<file path="src/rtl/core/mavg_pkg.sv">
// Package for the boxcar moving average filter.
// Holds the fixed field widths, register indexes, input codes and the controller state type.
// No dependencies.
package mavg_pkg;

	// Width of samples, the init value and the average (signed Q12.4).
	localparam int DATA_W = 16;
	// Width of the order register.
	localparam int ORDER_W = 6;
	// Width of the configuration register index.
	localparam int REG_IDX_W = 1;

	// Configuration register indexes.
	localparam logic [REG_IDX_W-1:0] REG_ORDER = 1'b0;
	localparam logic [REG_IDX_W-1:0] REG_INIT  = 1'b1;

	// Input item modes.
	localparam logic MODE_SAMPLE  = 1'b0;
	localparam logic MODE_RESTART = 1'b1;

	// Saturation limits of the average.
	localparam logic signed [DATA_W-1:0] AVG_MAX = 16'sh7FFF;
	localparam logic signed [DATA_W-1:0] AVG_MIN = 16'sh8000;

	// Controller states, one-hot.
	typedef enum logic [4:0] {
		ST_IDLE  = 5'b00001,
		ST_READ  = 5'b00010,
		ST_START = 5'b00100,
		ST_DIV   = 5'b01000,
		ST_OUT   = 5'b10000
	} state_t;

endpackage

</file>
<file path="src/rtl/core/mavg_in_if.sv">
// Input channel of the moving average filter: valid/ready handshake with mode and sample.
// Depends on mavg_pkg.
interface mavg_in_if;
	logic                             valid;
	logic                             ready;
	logic                             mode;
	logic signed [mavg_pkg::DATA_W-1:0] sample;

	modport source (output valid, output mode, output sample, input ready);
	modport sink (input valid, input mode, input sample, output ready);
endinterface

</file>
<file path="src/rtl/core/mavg_out_if.sv">
// Output channel of the moving average filter: valid/ready handshake with the average.
// Depends on mavg_pkg.
interface mavg_out_if;
	logic                             valid;
	logic                             ready;
	logic signed [mavg_pkg::DATA_W-1:0] average;

	modport source (output valid, output average, input ready);
	modport sink (input valid, input average, output ready);
endinterface

</file>
<file path="src/rtl/core/mavg_ram.sv">
// Generic single-write, single-read RAM with a registered read port.
// No dependencies.
module mavg_ram #(
	parameter int WIDTH = 16,
	parameter int DEPTH = 32
) (
	input  logic                     clk,
	input  logic                     we,
	input  logic [$clog2(DEPTH)-1:0] waddr,
	input  logic [WIDTH-1:0]         wdata,
	input  logic                     re,
	input  logic [$clog2(DEPTH)-1:0] raddr,
	output logic [WIDTH-1:0]         rdata
);

	logic [WIDTH-1:0] mem_q [DEPTH];

	always_ff @(posedge clk) begin
		if (we) begin
			mem_q[waddr] <= wdata;
		end
		if (re) begin
			rdata <= mem_q[raddr];
		end
	end

endmodule

</file>
<file path="src/rtl/core/mavg_div.sv">
// Bit-serial restoring divider: signed sum over an unsigned order, truncated toward zero,
// saturated to the Q12.4 range. Depends on mavg_pkg.
module mavg_div #(
	parameter int SUM_W = 21,
	parameter int DIV_W = 6
) (
	input  logic                                clk,
	input  logic                                arst_n,
	input  logic                                start,
	input  logic signed [SUM_W-1:0]             sum,
	input  logic [DIV_W-1:0]                    divisor,
	output logic                                done,
	output logic signed [mavg_pkg::DATA_W-1:0]  average
);

	localparam int CW = $clog2(SUM_W + 1);

	logic [SUM_W-1:0]                    quo_q;
	logic [DIV_W-1:0]                    rem_q;
	logic                                neg_q;
	logic [CW-1:0]                       cnt_q;
	logic                                busy_q;
	logic                                fin_q;
	logic                                done_q;
	logic signed [mavg_pkg::DATA_W-1:0]  avg_q;

	logic [SUM_W-1:0]                    mag;
	logic [DIV_W:0]                      trial;
	logic [DIV_W:0]                      diff;
	logic                                ge;
	logic [SUM_W-1:0]                    quo_neg;
	logic signed [mavg_pkg::DATA_W-1:0]  sat;

	// The magnitude of the most negative sum still fits as an unsigned value.
	assign mag = sum[SUM_W-1] ? SUM_W'(-sum) : SUM_W'(sum);

	// One quotient bit per cycle: shift in the next dividend bit and try a subtract.
	assign trial = {rem_q, quo_q[SUM_W-1]};
	assign diff  = trial - {1'b0, divisor};
	assign ge    = (trial >= {1'b0, divisor});

	assign quo_neg = SUM_W'(-quo_q);

	always_comb begin
		if (!neg_q) begin
			if (quo_q > SUM_W'(32767)) begin
				sat = mavg_pkg::AVG_MAX;
			end else begin
				sat = quo_q[mavg_pkg::DATA_W-1:0];
			end
		end else begin
			if (quo_q > SUM_W'(32768)) begin
				sat = mavg_pkg::AVG_MIN;
			end else begin
				sat = quo_neg[mavg_pkg::DATA_W-1:0];
			end
		end
	end

	always_ff @(posedge clk or negedge arst_n) begin
		if (!arst_n) begin
			cnt_q  <= '0;
			busy_q <= 1'b0;
			fin_q  <= 1'b0;
			done_q <= 1'b0;
		end else begin
			done_q <= 1'b0;
			if (start) begin
				cnt_q  <= CW'(SUM_W);
				busy_q <= 1'b1;
			end else if (busy_q) begin
				cnt_q <= cnt_q - 1'b1;
				if (cnt_q == CW'(1)) begin
					busy_q <= 1'b0;
					fin_q  <= 1'b1;
				end
			end else if (fin_q) begin
				fin_q  <= 1'b0;
				done_q <= 1'b1;
			end
		end
	end

	always_ff @(posedge clk) begin
		if (start) begin
			quo_q <= mag;
			rem_q <= '0;
			neg_q <= sum[SUM_W-1];
		end else if (busy_q) begin
			quo_q <= {quo_q[SUM_W-2:0], ge};
			rem_q <= ge ? diff[DIV_W-1:0] : trial[DIV_W-1:0];
		end
		if (fin_q) begin
			avg_q <= sat;
		end
	end

	assign done    = done_q;
	assign average = avg_q;

endmodule

</file>
<file path="src/rtl/core/moving_average_filter.sv">
// Top level of the boxcar moving average filter over signed Q12.4 samples.
// Depends on mavg_pkg, mavg_in_if, mavg_out_if, mavg_ram and mavg_div.
//
// This block averages the last N samples, where N is the order register (an order of zero
// acts as one, an order above MAX_ORDER acts as MAX_ORDER). Each input transaction either
// carries a new sample (mode 0) or restarts the filter (mode 1); every input transaction
// produces exactly one output transaction with the average, truncated toward zero and
// saturated to the 16-bit range. After a restart the history reads as the init value until
// it is overwritten, and the average equals the init value. The history lives in a RAM of
// MAX_ORDER entries; a running sum of SUM_W = 16 + log2(MAX_ORDER) bits wraps on overflow.
// From acceptance to the output register a sample transaction passes the states READ,
// START, DIV and OUT; a restart skips the history read in READ. Most of that time is spent
// in the bit-serial divider, which produces one quotient bit per cycle. The input is ready
// again as soon as the result is in the output register, so the next item can be taken
// while the previous result waits.
// Configuration registers are written through wr_en, wr_index and wr_data and must only be
// changed while no item is in flight. There is no clearing pass after reset.
module moving_average_filter #(
	parameter int MAX_ORDER = 32
) (
	input  logic                                clk,
	input  logic                                arst_n,
	mavg_in_if.sink                             item,
	mavg_out_if.source                          result,
	input  logic                                wr_en,
	input  logic [mavg_pkg::REG_IDX_W-1:0]      wr_index,
	input  logic [mavg_pkg::DATA_W-1:0]         wr_data
);

	localparam int DW    = mavg_pkg::DATA_W;
	localparam int PW    = $clog2(MAX_ORDER);
	localparam int NW    = $clog2(MAX_ORDER + 1);
	localparam int SUM_W = DW + PW;

	mavg_pkg::state_t state_q;

	// Configuration registers.
	logic [mavg_pkg::ORDER_W-1:0] order_q;
	logic signed [DW-1:0]         init_q;

	// Filter state.
	logic signed [SUM_W-1:0] sum_q;
	logic [PW-1:0]           pos_q;
	logic [NW-1:0]           filled_q;
	logic [NW-1:0]           n_q;
	logic signed [DW-1:0]    x_q;

	// Output register.
	logic                    out_valid_q;
	logic signed [DW-1:0]    average_q;

	logic [NW-1:0]           eff_order;
	logic [PW-1:0]           pos_use;
	logic signed [NW+DW:0]   prod;
	logic [NW-1:0]           pos_inc;
	logic signed [DW-1:0]    old;
	logic [DW-1:0]           ram_rdata;
	logic                    accept;
	logic                    out_free;
	logic                    div_done;
	logic signed [DW-1:0]    div_avg;

	// Clamp the order to the range the history can hold.
	always_comb begin
		if (order_q == '0) begin
			eff_order = NW'(1);
		end else if (32'(order_q) > MAX_ORDER) begin
			eff_order = NW'(MAX_ORDER);
		end else begin
			eff_order = NW'(order_q);
		end
	end

	assign item.ready = (state_q == mavg_pkg::ST_IDLE);
	assign accept     = item.valid && item.ready;

	// If the order shrank since the last sample, the write position wraps to zero first.
	assign pos_use = (NW'(pos_q) >= eff_order) ? '0 : pos_q;

	// Restart loads the sum as if every entry held the init value.
	assign prod = $signed({1'b0, eff_order}) * init_q;

	assign pos_inc = NW'(pos_q) + NW'(1);

	// Entries beyond the fill level have not been written since the restart.
	assign old = (NW'(pos_q) < filled_q) ? $signed(ram_rdata) : init_q;

	assign out_free = !out_valid_q || result.ready;

	mavg_ram #(
		.WIDTH (DW),
		.DEPTH (MAX_ORDER)
	) u_history (
		.clk   (clk),
		.we    (state_q == mavg_pkg::ST_READ),
		.waddr (pos_q),
		.wdata (x_q),
		.re    (accept && (item.mode == mavg_pkg::MODE_SAMPLE)),
		.raddr (pos_use),
		.rdata (ram_rdata)
	);

	mavg_div #(
		.SUM_W (SUM_W),
		.DIV_W (NW)
	) u_div (
		.clk     (clk),
		.arst_n  (arst_n),
		.start   (state_q == mavg_pkg::ST_START),
		.sum     (sum_q),
		.divisor (n_q),
		.done    (div_done),
		.average (div_avg)
	);

	// Configuration writes.
	always_ff @(posedge clk or negedge arst_n) begin
		if (!arst_n) begin
			order_q <= mavg_pkg::ORDER_W'(1);
			init_q  <= '0;
		end else if (wr_en) begin
			case (wr_index)
				mavg_pkg::REG_ORDER: order_q <= wr_data[mavg_pkg::ORDER_W-1:0];
				mavg_pkg::REG_INIT:  init_q  <= wr_data;
				default: ;
			endcase
		end
	end

	// Controller: accept, update the history and sum, divide, then hand off the result.
	always_ff @(posedge clk or negedge arst_n) begin
		if (!arst_n) begin
			state_q     <= mavg_pkg::ST_IDLE;
			sum_q       <= '0;
			pos_q       <= '0;
			filled_q    <= '0;
			n_q         <= NW'(1);
			out_valid_q <= 1'b0;
		end else begin
			// A new result takes the output register as soon as the old one has left.
			if ((state_q == mavg_pkg::ST_OUT) && out_free) begin
				out_valid_q <= 1'b1;
			end else if (out_valid_q && result.ready) begin
				out_valid_q <= 1'b0;
			end
			case (state_q)
				mavg_pkg::ST_IDLE: begin
					if (accept) begin
						n_q <= eff_order;
						if (item.mode == mavg_pkg::MODE_RESTART) begin
							sum_q    <= prod[SUM_W-1:0];
							pos_q    <= '0;
							filled_q <= '0;
							state_q  <= mavg_pkg::ST_START;
						end else begin
							pos_q   <= pos_use;
							state_q <= mavg_pkg::ST_READ;
						end
					end
				end
				mavg_pkg::ST_READ: begin
					sum_q <= sum_q - SUM_W'(old) + SUM_W'(x_q);
					if (pos_inc > filled_q) begin
						filled_q <= pos_inc;
					end
					pos_q   <= (pos_inc >= n_q) ? '0 : pos_inc[PW-1:0];
					state_q <= mavg_pkg::ST_START;
				end
				mavg_pkg::ST_START: begin
					state_q <= mavg_pkg::ST_DIV;
				end
				mavg_pkg::ST_DIV: begin
					if (div_done) begin
						state_q <= mavg_pkg::ST_OUT;
					end
				end
				mavg_pkg::ST_OUT: begin
					if (out_free) begin
						state_q <= mavg_pkg::ST_IDLE;
					end
				end
				default: begin
					state_q <= mavg_pkg::ST_IDLE;
				end
			endcase
		end
	end

	// Payload registers.
	always_ff @(posedge clk) begin
		if (accept) begin
			x_q <= item.sample;
		end
		if ((state_q == mavg_pkg::ST_OUT) && out_free) begin
			average_q <= div_avg;
		end
	end

	assign result.valid   = out_valid_q;
	assign result.average = average_q;

endmodule

</file>
<file path="src/flat_wrapper.sv">
// flat-port wrapper written by rule: the top's interface ports become plain ports
module moving_average_filter_flat 
#(
	parameter int MAX_ORDER = 32
)
  (clk, arst_n, wr_en, wr_index, wr_data, item_valid, item_mode, item_sample, item_ready, result_valid, result_average, result_ready);
  mavg_in_if item_i ();
  mavg_out_if result_i ();
  input  logic clk;
  input  logic arst_n;
  input  logic wr_en;
  input  logic [mavg_pkg::REG_IDX_W-1:0] wr_index;
  input  logic [mavg_pkg::DATA_W-1:0] wr_data;
  input wire logic [$bits(item_i.valid)-1:0] item_valid;
  input wire logic [$bits(item_i.mode)-1:0] item_mode;
  input wire logic [$bits(item_i.sample)-1:0] item_sample;
  output wire logic [$bits(item_i.ready)-1:0] item_ready;
  output wire logic [$bits(result_i.valid)-1:0] result_valid;
  output wire logic [$bits(result_i.average)-1:0] result_average;
  input wire logic [$bits(result_i.ready)-1:0] result_ready;
  assign item_i.valid = item_valid;
  assign item_i.mode = item_mode;
  assign item_i.sample = item_sample;
  assign item_ready = item_i.ready;
  assign result_valid = result_i.valid;
  assign result_average = result_i.average;
  assign result_i.ready = result_ready;
  moving_average_filter #(.MAX_ORDER(MAX_ORDER)) u_core (.clk(clk), .arst_n(arst_n), .item(item_i), .result(result_i), .wr_en(wr_en), .wr_index(wr_index), .wr_data(wr_data));
endmodule
</file>
<file path="config.mk">
export PLATFORM = sky130hd
export DESIGN_NAME = moving_average_filter_flat
export DESIGN_NICKNAME = d
export VERILOG_FILES = /design/src/rtl/core/mavg_pkg.sv /design/src/rtl/core/mavg_in_if.sv /design/src/rtl/core/mavg_out_if.sv /design/src/rtl/core/mavg_ram.sv /design/src/rtl/core/mavg_div.sv /design/src/rtl/core/moving_average_filter.sv /design/src/flat_wrapper.sv
export SDC_FILE = /design/constraint.sdc
export NUM_CORES = 1
export LEC_CHECK = 0
export BUFFER_PORTS_ARGS = -buffer_cell sky130_fd_sc_hd__buf_4
export CORE_AREA = 2 2 312 314
export DETAILED_ROUTE_END_ITERATION = 8
export DIE_AREA = 0 0 314 316
export PLACE_DENSITY = 0.52
export RECOVER_POWER = 100
export SLEW_MARGIN = 10
export SYNTH_ARGS = -nofsm -noshare
export SYNTH_HDL_FRONTEND = slang
export SYNTH_HIERARCHICAL = 1
export SYNTH_SLANG_ARGS = --single-unit
</file>
<file path="constraint.sdc">
create_clock -name clk -period 11.7 [get_ports clk]
set_input_delay 1.755 -clock clk [delete_from_list [all_inputs] [get_ports clk]]
set_output_delay 1.755 -clock clk [all_outputs]
set_load 0.01 [all_outputs]
</file>
Yosys cells after proc, flatten, opt, wreduce, memory -nomap -nowiden
Memories as Yosys holds them, arrays and structs flattened. A register that Yosys moved wholly into a read port is not among the register bits.
Index checks and enable logic that the tools add are counted.
- reduce and logical (&&, ||, !) cells: 18
- equality and inequality tests: 12
- add/sub/neg operators: 7
- order comparisons: 8
- bitwise operators: 3
- mux-type cells: 41
- multiply operators: 1
- operators with widths (cell ; count):
    $mux 21 ; 5
    $mux 16 ; 4
    $mux 5 ; 9
    $pmux 21 s2 ; 1
    $mux 6 ; 6
    $pmux 5 s5 ; 1
    $add 21x16->21 ; 1
    $gt 21x15->1 const B ; 1
    $gt 21x16->1 const B ; 1
    $mul 7x16->21 ; 1
    $neg 21->21 ; 1
    $sub 21x16->21 ; 1
    $neg 16->16 ; 1
    $mux 1 ; 12
    $pmux 6 s2 ; 1
    $eq 5x1->1 const B ; 2
    $pmux 5 s2 ; 1
    $reduce_and 2->1 ; 5
    $ge 7x6->1 ; 1
    $add 5x1->6 const B ; 1
    $ge 5x6->1 ; 1
    $ge 6x6->1 ; 1
    $gt 6x6->1 ; 1
    $gt 6x6->1 const B ; 1
    18 further kinds ; 30
- memories: 1
- output and inout port bits: 18
- register bits: 150
- RAM bits: 512
- memory list (memory ; depth ; bits a word ; rd ports ; clocked after memory_dff ; write ports ; line ; source):
    u_core.u_history.mem_q ; 32 ; 16 ; 1 ; 1 ; 1 ; mavg_ram.sv:16 ; logic [WIDTH-1:0] mem_q [DEPTH];

Depth between registers and ports, before layout
- word-level depth: 8
- gate-level depth with buffers: 21

Modules after synthesis
The synthesis kept the hierarchy.
- modules (own cells, without submodules) (module ; instances ; sequential area each (um^2) ; cells each ; area each (um^2)):
    mavg_ram ; 1 ; 15855.2 ; 1143 ; 20696.1
    moving_average_filter ; 1 ; 2616.3 ; 944 ; 9331.4
    mavg_div ; 1 ; 1461.4 ; 349 ; 3349.5

Worst setup path before layout
Ideal clock, no wire load.
- kind: flip-flop to flip-flop
- start point: reg u_core/order_q[5] in the netlist's numbering
- end point: reg u_core.sum_q[19]
- stages on the path, launching flop included: 19
- required time: 11596 ps
- data arrival time: 4911 ps
- library setup time: 104 ps
- setup slack: 6685 ps
- path buffers: 1
- path through: dfrtp_1 clkbuf_1 nor2b_1 and2_1 fa_1 fa_1 fa_1 inv_1 fa_1 inv_1 ha_1 a2111oi_4 o21ai_2 a41oi_2 o21ai_2 a2111oi_2 nor3_1 xnor2_1 a221oi_1
- cells in the longest elaborated chain, start to end: 7
- elaborated cells on any way between the ends: 8
- those cells by class: mul: 1; order compare: 1; mux: 5; reduce/logical: 1
- ends and longest elaborated chain (what ; line ; source):
    start, declared ; moving_average_filter.sv:38 ; logic [mavg_pkg::ORDER_W-1:0] order_q;
    start signal, assigned ; moving_average_filter.sv:119 ; order_q <= mavg_pkg::ORDER_W'(1);
    start signal, assigned ; moving_average_filter.sv:123 ; mavg_pkg::REG_ORDER: order_q <= wr_data[mavg_pkg::ORDER_W-1:0];
    $gt 6x6->1 ; moving_average_filter.sv:67 ; end else if (32'(order_q) > MAX_ORDER) begin
    $mux 6 ; moving_average_filter.sv:67 ;
    $mux 6 (*) ; moving_average_filter.sv:65 ; if (order_q == '0) begin
    $mul 7x16->21 (*) ; moving_average_filter.sv:81 ; assign prod = $signed({1'b0, eff_order}) * init_q;
    $mux 21 (*) ; moving_average_filter.sv:150 ; if (item.mode == mavg_pkg::MODE_RESTART) begin
    $mux 21 (*) ; moving_average_filter.sv:148 ; if (accept) begin
    $pmux 21 s2 (*) ; moving_average_filter.sv:146 ; case (state_q)
    end signal, assigned ; moving_average_filter.sv:151 ; sum_q <= prod[SUM_W-1:0];
    end signal, assigned ; moving_average_filter.sv:162 ; sum_q <= sum_q - SUM_W'(old) + SUM_W'(x_q);
    end, declared ; moving_average_filter.sv:42 ; logic signed [SUM_W-1:0] sum_q;
Every way passes the cells marked *; elsewhere a longest branch is shown, timed or not. The select of a mux whose other input is x is not followed.
A chain may end at the register's enable or synchronous reset.

Worst setup path in the final report
- start point: reg u_core/order_q[5] in the netlist's numbering
- end point: reg u_core.u_history.rdata[14] (read register of u_core.u_history.mem_q), data pin
- cells in the longest elaborated chain, start to end: 5
- elaborated cells on any way between the ends: 6
- those cells by class: order compare: 2; mux: 3; reduce/logical: 1
- ends and longest elaborated chain (what ; line ; source):
    $gt 6x6->1 ; moving_average_filter.sv:67 ;
    $mux 6 ; moving_average_filter.sv:67 ;
    $mux 6 (*) ; moving_average_filter.sv:65 ;
    $ge 5x6->1 (*) ; moving_average_filter.sv:78 ; assign pos_use = (NW'(pos_q) >= eff_order) ? '0 : pos_q;
    $mux 5 (*) ; moving_average_filter.sv:78 ;
    net u_core.pos_use[0] ; moving_average_filter.sv:53 ; logic [PW-1:0] pos_use;
    end, declared ; mavg_ram.sv:13 ; output logic [WIDTH-1:0] rdata
The timed path passes the listed nets; every way through them passes the cells marked *.

==> impl_metrics.json <==
{
  "period_share": 0.6516,
  "violations": "capacitance limit, slew limit",
  "dp_cells": 3735,
  "drtIter0Drc": 1525,
  "die_w_um": 314,
  "syn_area_um2": 33380,
  "wl_per_cell_um": 22.04,
  "dr_total_vias": 20030,
  "place_congestion": 0.8495,
  "finalSetupViolCount": 0,
  "cts_root_buffer": "clkbuf_16",
  "cts_setup_buffers": 0,
  "post-synth-top-area-fraction": 0.5380,
  "area_growth_pct": 12.00,
  "syn_area_per_cell_um2": 13.70,
  "grt_pass1_wl_um": 129000,
  "cts_tree": "yes",
  "insertion_delay_ns": 0.64,
  "rsz0062_at_grt": "no",
  "fin_setup_tns_ns": 0,
  "port_buffers": 56,
  "cellPowerDensity_nw_per_um2": 231.5,
  "h-tree-depth": 3,
  "yosys-top-cells-area": "edfxtp_1 (54%), mux2i_1 (7.8%), dfrtp_1 (5.3%), fa_1 (5.0%), ha_1 (3.6%)",
  "fin_nets": 2755,
  "critPathSlowestCell": "clkbuf_1",
  "cp.required_ns": 12.06,
  "track_usage": 0.1728,
  "hold_viol": 0,
  "drive_above_1_share": 0.09311,
  "viasPerCell": 5.166,
  "holdBufCountCts": 0,
  "core-area_um2": 95990,
  "drt-pass1-iter-count": 7,
  "path_common_cell": "a21o_1",
  "fp-row-count": 114,
  "yosys.area_share.adder": 0.08577,
  "postPlaceCellArea_um2": 35250,
  "synth-seq-area-share": 0.5972,
  "synth-simple-area-share": 0.08041,
  "clkTransAtPathRegs_ns": 0.06,
  "antenna_found_initial": 4,
  "clockBufferDepth": 3,
  "route.detailed.drc": 0,
  "finalWirelength_um": 85440,
  "worstMarginPinSlew_ns": 3.623,
  "async_flop_share": 0.1091,
  "relSlewSlack": -1.415,
  "leakage_nw": 13.23,
  "drv_cap": 22,
  "synth-edff-count": 598,
  "yosysTopAreaCell": "edfxtp_1",
  "fmax_ghz": 0.1312,
  "postRouteAntennaNets": 0,
  "crit_path_end_kind": "flop",
  "rrSetupSlack_ns": 4.08,
  "wl_met1_um": 36820,
  "final-instance-count-excl-fill": 3877,
  "cpPeakStageDelay_ns": 2.55,
  "postSynthCellCount": 2436,
  "grt_overflow_total": 0,
  "synth_xor_area_frac": 0.01784,
  "design_area_um2": 37380,
  "yosysWarnings": 6,
  "max-vdd-ir-drop_v": 0.0001179,
  "cts_buffers": 76,
  "cts_sinks": 678,
  "die_y_um": 316,
  "dp_hpwl_um": 54310,
  "mostFrequentLayoutCells": "edfxtp_1 (598), mux2i_1 (261), inv_1 (192)",
  "grt_pass1_vias": 20320,
  "path_cells": "nor2b_1 -> inv_1 -> ha_1 -> a21o_1 -> a21o_1 -> a21o_1 -> a21oi_1 -> nor2_1 -> nor2_4 -> clkbuf_1 -> buf_12 -> mux2i_1 -> a22oi_1 -> a31oi_1 -> nand3_1",
  "finalClockSkew_ns": 0.03118,
  "fin_crit_ns": 7.624,
  "synth_compound_area_frac": 0.08183,
  "final_common_cell": "edfxtp_1",
  "cts_resized": 0,
  "routed.top_layer": "met4",
  "fp.dieArea_um2": 99220,
  "grt_max_degree": 114,
  "outcome": "complete, but fails checks",
  "wl_met2_um": 42050,
  "synth-main-ff-cell": "edfxtp_1",
  "synth_mux_area_frac": 0.09379,
  "startpoint_type": "flop",
  "crit_arrival_ns": 7.99,
  "synth.distinct_cells": 92,
  "syn_nets": 2654,
  "synth_top_family_by_area": "multiplexers",
  "worstSetupPathType": "flop to flop",
  "cp_max_fo": 113,
  "start_util": 0.3477,
  "synth_seq_cells": 678,
  "route.met3.wl_um": 4278,
  "hold_class": "flop to flop",
  "drv_slew": 801,
  "io_pins": 57
}
-- per-stage QoR --
stage | util | total power [W] | hold WS (ns) | setup WS [ns]
2_1_floorplan | - | 0.005511 | 0.4003 | 6.685
3_3_place_gp | 0.3672 | 0.006283 | 0.4078 | 5.406
3_5_place_dp | 0.3672 | 0.006352 | 0.4133 | 5.203
4_1_cts | 0.3934 | 0.008768 | 0.4266 | 5.162
5_1_grt | 0.3894 | 0.009226 | 0.4337 | 3.589
6_report | 0.3894 | 0.008656 | 0.4212 | 4.076
-- sequential cells by signal, indices dropped and copies added, names as in the netlist --
name,cells
u_core/filled_q,6
u_core/init_q,16
u_core/n_q,6
u_core/order_q,6
u_core/pos_q,5
u_core/result.average,16
u_core/result.valid,1
u_core/state_q,5
u_core/sum_q,21
u_core/u_div/average,16
u_core/u_div/busy_q,1
u_core/u_div/cnt_q,5
u_core/u_div/done,1
u_core/u_div/fin_q,1
u_core/u_div/neg_q,1
u_core/u_div/quo_q,21
u_core/u_div/rem_q,6
u_core/u_history/mem_q,512
u_core/u_history/rdata,16
u_core/x_q,16
-- logic make-up after synthesis --
logic type / Yosys count
AND/OR/NAND/NOR: 517
AO/OA/AOI/OAI: 392
adder cells (fa/ha/maj): 179
XOR/XNOR: 68
flip-flops: 678
multiplexers: 307
buffers and inverters: 295
-- worst max-delay path: cells and delay by family, from the launching register on --
kind	cells	cell delay (ns)
buf+inv	3	3.23
simple gates	4	1.38
compound gates	6	1.18
flops	1	0.66
fa+ha+maj	1	0.32
mux	1	0.26
-- cell type report --
class | instances | area (um^2)
Clock buffer | 98 | 2078
Clock inverter | 42 | 437.9
Tap cell | 1276 | 1597
Timing Repair Buffer | 125 | 673.1
Sequential cell | 678 | 19930
Multi-Input combinational cell | 1463 | 11930
Antenna cell | 2 | 5.005
Fill cell | 9096 | 58610
Inverter | 193 | 725.7
-- Yosys cell counts, types with 7 or more instances --
| library cell | count |
|---|---|
| a211o_1 | 10 |
| a211oi_1 | 11 |
| a21o_1 | 23 |
| a21oi_1 | 95 |
| a22o_1 | 33 |
| a22oi_1 | 66 |
| a31oi_1 | 26 |
| and2_1 | 81 |
| buf_2 | 20 |
| buf_4 | 21 |
| buf_6 | 9 |
| clkbuf_1 | 40 |
| dfrtp_1 | 71 |
| edfxtp_1 | 598 |
| fa_1 | 83 |
| ha_1 | 96 |
| inv_1 | 192 |
| mux2_2 | 45 |
| mux2i_1 | 261 |
| nand2_1 | 106 |
| nand2b_1 | 19 |
| nand3_1 | 47 |
| nand3b_1 | 10 |
| nand4_1 | 22 |
| nor2_1 | 123 |
| nor2b_1 | 21 |
| nor3_1 | 34 |
| nor3b_1 | 7 |
| o211ai_1 | 9 |
| o21a_1 | 9 |
| o21ai_0 | 52 |
| o31ai_1 | 8 |
| xnor2_1 | 32 |
| xor2_1 | 36 |
-- report_power, final --
part           switching, W  total, W  internal [W]
clock              0.000985   0.00238       0.00140
combinational       0.00183   0.00305       0.00123
sequential         0.000243   0.00322       0.00297
total               0.00305   0.00866       0.00560
-- final timing paths --
path	startpoint	endpoint	cells after the start
max in group asynchronous	arst_n	u_core/filled_q[3]	2
min in group asynchronous	arst_n	u_core/init_q[7]	1
worst max-delay path	u_core/order_q[5]	u_core/u_history/rdata[14]	15
worst min-delay path	u_core/u_div/average[12]	u_core/result.average[12]	0
worst min register to register	u_core/u_div/average[12]	u_core/result.average[12]	0
worst max register to register	u_core/order_q[5]	u_core/u_history/rdata[14]	15
-- routing by layer --
metal	global-route usage	up-vias
li1	-	9181
met1	0.2251	10200
met3	0.02447	128
met4	0.04491	0
met2	0.3024	520
met5	0	-
Note: power is estimated with default switching activity, not from simulation.
